==> config.mk <==
export PLATFORM = sky130hd
export DESIGN_NAME = matrix_rotate_clockwise_unit
export DESIGN_NICKNAME = d
export VERILOG_FILES = /design/src/rtl/mrc_pkg.sv /design/src/rtl/mrc_front.sv /design/src/rtl/mrc_queue.sv /design/src/rtl/mrc_back.sv /design/src/rtl/matrix_rotate_clockwise_unit.sv
export SDC_FILE = /design/constraint.sdc
export NUM_CORES = 2
export LEC_CHECK = 0
export BUFFER_PORTS_ARGS = -buffer_cell sky130_fd_sc_hd__clkbuf_2
export CORE_UTILIZATION = 50
export DETAILED_ROUTE_END_ITERATION = 8
export PLACE_DENSITY_LB_ADDON = 0.1
export SLEW_MARGIN = 20
export SYNTH_ARGS = -nofsm -noshare
export SYNTH_HDL_FRONTEND = slang
export SYNTH_SLANG_ARGS = --single-unit
==> constraint.sdc <==
create_clock -name clk -period 17.7 [get_ports clk]
set_input_delay 3.54 -clock clk [delete_from_list [all_inputs] [get_ports clk]]
set_output_delay 3.54 -clock clk [all_outputs]
set_load 0.05 [all_outputs]
==> src/rtl/mrc_pkg.sv <==
`timescale 1ns / 1ps
`default_nettype none
// ----------------------------------------------------------------------------
// mrc_pkg: shared types and constants for the matrix rotate unit
// Element width, store geometry and the request carried from the front end
// to the back end.
// ----------------------------------------------------------------------------
package mrc_pkg;

  localparam int MaxSize    = 8;
  localparam int StoreDepth = MaxSize * MaxSize;
  localparam int AddrW      = $clog2(StoreDepth);
  localparam int IdxW       = $clog2(MaxSize);
  localparam int SizeW      = 4;
  localparam int ElemW      = 32;
  localparam int QueueDepth = 2;

  // One loaded element, with its place in the store.
  typedef struct packed {
    logic signed [ElemW-1:0] value;
    logic [AddrW-1:0]        addr;
    logic                    last;
  } elem_req_t;

endpackage
`default_nettype wire

==> src/rtl/mrc_front.sv <==
`timescale 1ns / 1ps
`default_nettype none
// ----------------------------------------------------------------------------
// mrc_front: element loader
// Accepts elements, numbers them in row-major order and marks the last
// element of the matrix before handing them to the request queue.
// ----------------------------------------------------------------------------
module mrc_front
  import mrc_pkg::*;
(
  input  wire logic                    clk,
  input  wire logic                    rst,
  input  wire logic [IdxW-1:0]         n_m1,
  input  wire logic                    restart,
  input  wire logic                    in_valid,
  output logic                         in_stall,
  input  wire logic signed [ElemW-1:0] element_value,
  input  wire logic                    q_full,
  output logic                         q_push,
  output elem_req_t                    q_data
);

  logic [AddrW-1:0] load_count;
  logic [IdxW:0]    n_val;
  logic [2*IdxW+1:0] n_sq;
  logic [AddrW-1:0] total_m1;
  logic             is_last;

  assign n_val    = {1'b0, n_m1} + (IdxW+1)'(1);
  assign n_sq     = {{(IdxW+1){1'b0}}, n_val} * {{(IdxW+1){1'b0}}, n_val};
  assign total_m1 = AddrW'(n_sq - (2*IdxW+2)'(1));
  assign is_last  = (load_count == total_m1);

  assign in_stall = q_full;
  assign q_push   = in_valid && !q_full;
  assign q_data   = '{value: element_value, addr: load_count, last: is_last};

  always_ff @(posedge clk) begin
    if (rst || restart) begin
      load_count <= '0;
    end else if (q_push) begin
      load_count <= is_last ? '0 : load_count + AddrW'(1);
    end
  end

endmodule
`default_nettype wire

==> src/rtl/mrc_queue.sv <==
`timescale 1ns / 1ps
`default_nettype none
// ----------------------------------------------------------------------------
// mrc_queue: request queue
// Short first-in first-out buffer between the loader and the emitter.
// ----------------------------------------------------------------------------
module mrc_queue
  import mrc_pkg::*;
(
  input  wire logic      clk,
  input  wire logic      rst,
  input  wire logic      push,
  input  wire elem_req_t push_data,
  input  wire logic      pop,
  output elem_req_t      pop_data,
  output logic           full,
  output logic           empty
);

  localparam int PtrW = $clog2(QueueDepth);

  elem_req_t       slots [QueueDepth];
  logic [PtrW-1:0] wr_ptr;
  logic [PtrW-1:0] rd_ptr;
  logic [PtrW:0]   count;

  assign full     = (count == (PtrW+1)'(QueueDepth));
  assign empty    = (count == '0);
  assign pop_data = slots[rd_ptr];

  always_ff @(posedge clk) begin
    if (push && !full) begin
      slots[wr_ptr] <= push_data;
    end
  end

  always_ff @(posedge clk) begin
    if (rst) begin
      wr_ptr <= '0;
      rd_ptr <= '0;
      count  <= '0;
    end else begin
      if (push && !full) begin
        wr_ptr <= (wr_ptr == PtrW'(QueueDepth-1)) ? '0 : wr_ptr + PtrW'(1);
      end
      if (pop && !empty) begin
        rd_ptr <= (rd_ptr == PtrW'(QueueDepth-1)) ? '0 : rd_ptr + PtrW'(1);
      end
      count <= count + (PtrW+1)'(push && !full) - (PtrW+1)'(pop && !empty);
    end
  end

  assert property (@(posedge clk) disable iff (rst) !(push && full))
    else $error("request pushed into a full queue");
  assert property (@(posedge clk) disable iff (rst) count <= (PtrW+1)'(QueueDepth))
    else $error("queue count beyond depth");

endmodule
`default_nettype wire

==> src/rtl/mrc_back.sv <==
`timescale 1ns / 1ps
`default_nettype none
// ----------------------------------------------------------------------------
// mrc_back: store and emitter
// Writes queued elements into the store; after the last element of a matrix
// reads it back column by column from the bottom, giving the rotated matrix.
// ----------------------------------------------------------------------------
module mrc_back
  import mrc_pkg::*;
(
  input  wire logic                    clk,
  input  wire logic                    rst,
  input  wire logic [IdxW-1:0]         n_m1,
  input  wire elem_req_t               q_data,
  input  wire logic                    q_empty,
  output logic                         q_pop,
  output logic                         out_valid,
  input  wire logic                    out_stall,
  output logic signed [ElemW-1:0]      rotated_value,
  output logic                         last_of_matrix
);

  typedef enum logic [1:0] {
    ST_DRAIN,
    ST_READ,
    ST_SHOW
  } state_t;

  state_t                  state;
  logic [IdxW-1:0]         row;
  logic [IdxW-1:0]         col;
  logic                    last_flag;
  logic signed [ElemW-1:0] store [StoreDepth];
  logic signed [ElemW-1:0] rd_data;
  logic [IdxW:0]           n_val;
  logic [IdxW-1:0]         src_row;
  logic [2*IdxW+1:0]       src_base;
  logic [AddrW-1:0]        rd_addr;
  logic                    at_end;

  assign n_val    = {1'b0, n_m1} + (IdxW+1)'(1);
  // Output (row, col) comes from input (n-1-col, row).
  assign src_row  = n_m1 - col;
  assign src_base = {{(IdxW+2){1'b0}}, src_row} * {{(IdxW+1){1'b0}}, n_val};
  assign rd_addr  = AddrW'(src_base + {{(IdxW+2){1'b0}}, row});
  assign at_end   = (row == n_m1) && (col == n_m1);

  assign q_pop          = (state == ST_DRAIN) && !q_empty;
  assign out_valid      = (state == ST_SHOW);
  assign rotated_value  = rd_data;
  assign last_of_matrix = last_flag;

  always_ff @(posedge clk) begin
    if (q_pop) begin
      store[q_data.addr] <= q_data.value;
    end
    if (state == ST_READ) begin
      rd_data <= store[rd_addr];
    end
  end

  always_ff @(posedge clk) begin
    if (rst) begin
      state     <= ST_DRAIN;
      row       <= '0;
      col       <= '0;
      last_flag <= 1'b0;
    end else begin
      case (state)
        ST_DRAIN: begin
          if (q_pop && q_data.last) begin
            row   <= '0;
            col   <= '0;
            state <= ST_READ;
          end
        end
        ST_READ: begin
          last_flag <= at_end;
          state     <= ST_SHOW;
        end
        ST_SHOW: begin
          if (!out_stall) begin
            if (last_flag) begin
              state <= ST_DRAIN;
            end else begin
              // advance in row-major order of the rotated matrix
              if (col == n_m1) begin
                col <= '0;
                row <= row + IdxW'(1);
              end else begin
                col <= col + IdxW'(1);
              end
              state <= ST_READ;
            end
          end
        end
        default: state <= ST_DRAIN;
      endcase
    end
  end

  assert property (@(posedge clk) disable iff (rst) (state == ST_READ) |=> (state == ST_SHOW))
    else $error("store read not followed by a result");
  assert property (@(posedge clk) disable iff (rst)
                   (out_valid && !out_stall && last_of_matrix) |=> (state == ST_DRAIN))
    else $error("emitter did not return to draining after the last result");

endmodule
`default_nettype wire

==> src/rtl/matrix_rotate_clockwise_unit.sv <==
`timescale 1ns / 1ps
`default_nettype none
// ----------------------------------------------------------------------------
// matrix_rotate_clockwise_unit: 90 degree clockwise matrix rotation
// Loads an n x n matrix in row-major order and emits it turned clockwise,
// also row-major, flagging the final element.
//
//   channel  | direction | handshake           | payload
//   ---------+-----------+---------------------+-------------------------------
//   input    | in        | in_valid / in_stall | element_value
//   output   | out       | out_valid/out_stall | rotated_value, last_of_matrix
//   config   | in        | matrix_size_we      | matrix_size
//
// Loading accepts one element per cycle while the request queue has room.
// Each rotated element is a store read, then the result is shown; the next
// read starts only once the shown result is taken (out_stall low).
// Reset clears control state only; the element store has no clearing pass.
// A stalled output holds the emitter; the loader keeps taking elements until
// the two-entry queue fills, then raises in_stall.
// ----------------------------------------------------------------------------
module matrix_rotate_clockwise_unit
  import mrc_pkg::*;
(
  input  wire logic                    clk,
  input  wire logic                    rst,
  input  wire logic                    matrix_size_we,
  input  wire logic [SizeW-1:0]        matrix_size,
  input  wire logic                    in_valid,
  output logic                         in_stall,
  input  wire logic signed [ElemW-1:0] element_value,
  output logic                         out_valid,
  input  wire logic                    out_stall,
  output logic signed [ElemW-1:0]      rotated_value,
  output logic                         last_of_matrix
);

  logic [SizeW-1:0] size_reg;
  logic [IdxW-1:0]  n_m1;
  logic             q_push;
  logic             q_pop;
  logic             q_full;
  logic             q_empty;
  elem_req_t        q_in;
  elem_req_t        q_out;

  always_ff @(posedge clk) begin
    if (rst) begin
      size_reg <= SizeW'(MaxSize);
    end else if (matrix_size_we) begin
      size_reg <= matrix_size;
    end
  end

  // clamp the size into 1..MaxSize
  always_comb begin
    if (size_reg == '0) begin
      n_m1 = '0;
    end else if (size_reg > SizeW'(MaxSize)) begin
      n_m1 = IdxW'(MaxSize - 1);
    end else begin
      n_m1 = IdxW'(size_reg - SizeW'(1));
    end
  end

  mrc_front u_front (
    .clk           (clk),
    .rst           (rst),
    .n_m1          (n_m1),
    .restart       (matrix_size_we),
    .in_valid      (in_valid),
    .in_stall      (in_stall),
    .element_value (element_value),
    .q_full        (q_full),
    .q_push        (q_push),
    .q_data        (q_in)
  );

  mrc_queue u_queue (
    .clk       (clk),
    .rst       (rst),
    .push      (q_push),
    .push_data (q_in),
    .pop       (q_pop),
    .pop_data  (q_out),
    .full      (q_full),
    .empty     (q_empty)
  );

  mrc_back u_back (
    .clk            (clk),
    .rst            (rst),
    .n_m1           (n_m1),
    .q_data         (q_out),
    .q_empty        (q_empty),
    .q_pop          (q_pop),
    .out_valid      (out_valid),
    .out_stall      (out_stall),
    .rotated_value  (rotated_value),
    .last_of_matrix (last_of_matrix)
  );

endmodule
`default_nettype wire
==> metrics.txt <==
leakage 0.02872 uW; Port Buf Inserts 75; Die H 412.7 microns; Max Cap Viol 0; DR vias 40170; antenna violations before repair 4; largest area contributor in the netlist edfxtp_1; Clock Pin Slew Worst Setup and Hold Paths 60 ps; Min-Delay Path Class register to register; prevailing post-synth register cell edfxtp_1; effective utilization at floorplan 50.43%; CTS buffer count 219; Top reg by flops u_back.store; clock latency on the worst-skew pair 820 ps; area of the multi-input gates 0.01865 sq mm; Cell Rows 150; setup ws final 8756 ps; Routed WL 219800 microns; RePlAce Congestion 0.7865; Critical Path Sink u_back.rotated_value[19]; vias per cell 6.324; full die area 0.1703 sq mm; Die W 412.7 microns; Slew @ Worst Pin 1124 ps; hpwl dp 115100 microns; Synth Warn # 0; largest net degree at the start of global routing 121; CTS sink cnt 2182; Finish-stage setup viols 0; number of global-route vias before repair 40370; Final Hold Viols 0; Worst R2R Path Depth 24; register area 0.06528 sq mm; H-tree levels 4; post-synth top area share 76.84%; Critical Path Max Stage Delay 1180 ps; Startpoint Class register; Seq/Total Area, Yosys 77.41%; layout cell share with drive strength beyond 1 28.27%; Resized Gates After CTS 0; antenna viol nets, final 0; Pre-Repair DR Iteration Count 5; Mapped Avg Cell Area 22.48 sq um; EDFF count, synth 2158; maximum vdd drop 0.1555 mV; Mapped Cells 3751; Post-synth ARST share 0%; CTS root buffer clkbuf_16; fin nets 4037; minimum clock period 8944 ps; Slew Limit Fails 0; power density over cell area 136.9 mW/mm^2; initial DRC count 4861; Synth area leaders edfxtp_1, mux4_2, mux2i_1; worst r2r dst u_back.rotated_value[19]; gr ovfl total 0; core area 0.1672 sq mm; Setup TNS 0 ps; CP max-delay cell fa_4; Cell Chain, Critical Path inv_1 -> ha_1 -> nand2b_1 -> o21ai_1 -> ha_1 -> inv_1 -> fa_1 -> xor2_2 -> nand3_1 -> o21a_1 -> o22ai_1 -> a21oi_1 -> fa_1 -> inv_1 -> fa_1 -> fa_4 -> buf_4 -> buf_4 -> mux4_2 -> nor2b_1 -> a211oi_1 -> a21oi_1 -> nand3_1 -> nand4_1; synth-to-layout area growth 12.58%; Post-Syn Area 0.08433 sq mm; fin crit share 50.53%; CP Max Fanout 60; Net Count, Synth 3818; Reg2Reg Setup Slack 8760 ps; worst r2r src size_reg[0]; max reg flops 2048; GRT Total Usage 26.20%; Max Freq 0.1118 GHz; Yosys reg bits 2182; Hold Path Cell Cnt 2; CTS tree done; postcts setup bufs 0; post-synth cell types 56; routed len/inst 34.60 microns; I/O pin count 76; fillers 12240; RSZ-0062 raised after global routing false; CP endpoint kind register; WS Path Type register to register; Critical Path RT 18260 ps; Hold Slack 493.1 ps; Worst slew margin 24.38%; pre-CTS setup slack 8752 ps; Worst setup startpoint size_reg[0]; Hold-fix buffers, CTS 0; status complete, no violations; DRC 0; CP Data Arrival Time 9500 ps; clock skew 23.59 ps; first-pass GRT wire length 308100 microns; Clock Tree Buf Depth 3
## placed cells by master (no fill, tap or decap), types with 73 or more instances in the layout
master,instances
edfxtp_1,2158
mux4_2,572
clkbuf_16,224
nand3_1,138
buf_4,124
a21oi_1,79
mux2i_1,77
clkbuf_2,75
nor2b_1,74
a211oi_1,73
## worst min-delay path by stage
| stage | startpoint | endpoint |
|---|---|---|
| after floorplan | u_back.col[1] | u_back.col[1] |
| after global placement | u_back.last_of_matrix | u_back.last_of_matrix |
| after detailed placement | u_back.last_of_matrix | u_back.last_of_matrix |
| after CTS | u_back.last_of_matrix | u_back.last_of_matrix |
| after global routing | u_back.last_of_matrix | u_back.last_of_matrix |
| final | u_back.last_of_matrix | u_back.last_of_matrix |
## layout make-up
type / count / area share (%)
Antenna cell: 5 / 0.01318
Clock buffer: 284 / 6.142
Multi-Input combinational cell: 1342 / 19.65
Tap cell: 2204 / 2.905
Inverter: 21 / 0.08303
Clock inverter: 109 / 0.9792
Timing Repair Buffer: 204 / 1.466
Sequential cell: 2182 / 68.77
## cells by family (layout without fill, tap and decap cells)
| group | after synthesis | after routing | share of synthesized area [%] |
|---|---|---|---|
| multiplexers | 683 | 683 | 16.64 |
| XOR/XNOR | 29 | 29 | 0.3457 |
| other | 0 | 5 | 0 |
| AO/OA/AOI/OAI | 194 | 194 | 1.485 |
| buffers and inverters | 227 | 618 | 1.200 |
| adder cells (fa/ha/maj) | 27 | 27 | 0.4421 |
| AND/OR/NAND/NOR | 409 | 409 | 2.469 |
| flip-flops | 2182 | 2182 | 77.41 |
## worst max-delay path: cells and delay by family (launching register included)
kind / cells / cell delay [ps]
buffers and inverters: 5 / 1890
AOI/OAI and AO/OA: 6 / 1190
and+or+nand+nor: 5 / 770
xor gates and xnor gates: 1 / 360
DFF: 1 / 450
adders and majority gates: 6 / 3470
muxes: 1 / 400
## metal layers
layer | vias to the layer above | part of all wire, % | track usage, % | wire length [microns]
li1 | 16360 | - | - | -
met1 | 21820 | 41 | 37.62 | 90310
met2 | 1684 | 48 | 41.27 | 105600
met3 | 299 | 8.0 | 4.883 | 17620
met4 | 0 | 2.8 | 7.727 | 6257
met5 | - | 0 | 0 | 0
## power by group
part | internal, uW | switching, uW
Combinational | 524 | 1600
Clock | 2530 | 1890
Sequential | 6400 | 56.8
## synthesized netlist by cell type (all sizes together) (12+ instances only)
master and instances:
edfxtp 2158, mux4 572, nand3 138, clkbuf 108
buf 98, nor2 93, a21oi 79, mux2i 77
nor2b 74, a211oi 73, mux2 34, nand2 32
nand4 32, dfxtp 24, ha 21, inv 21
xnor2 17, o21ai 12
## stage by stage
| step | std cells | area (sq um) | util, % | total power [uW] |
|---|---|---|---|---|
| after floorplan | 3751 | 84330 | - | 7695 |
| after global placement | 5952 | 88120 | 52.70 | 8655 |
| after detailed placement | 5953 | 88140 | 52.71 | 8695 |
| after CTS | 6346 | 94900 | 56.75 | 13080 |
| after global routing | 6346 | 94920 | 56.76 | 13390 |
| final | 6351 | 94940 | 56.77 | 12990 |
No activity file was read; power rests on OpenSTA's default activity.
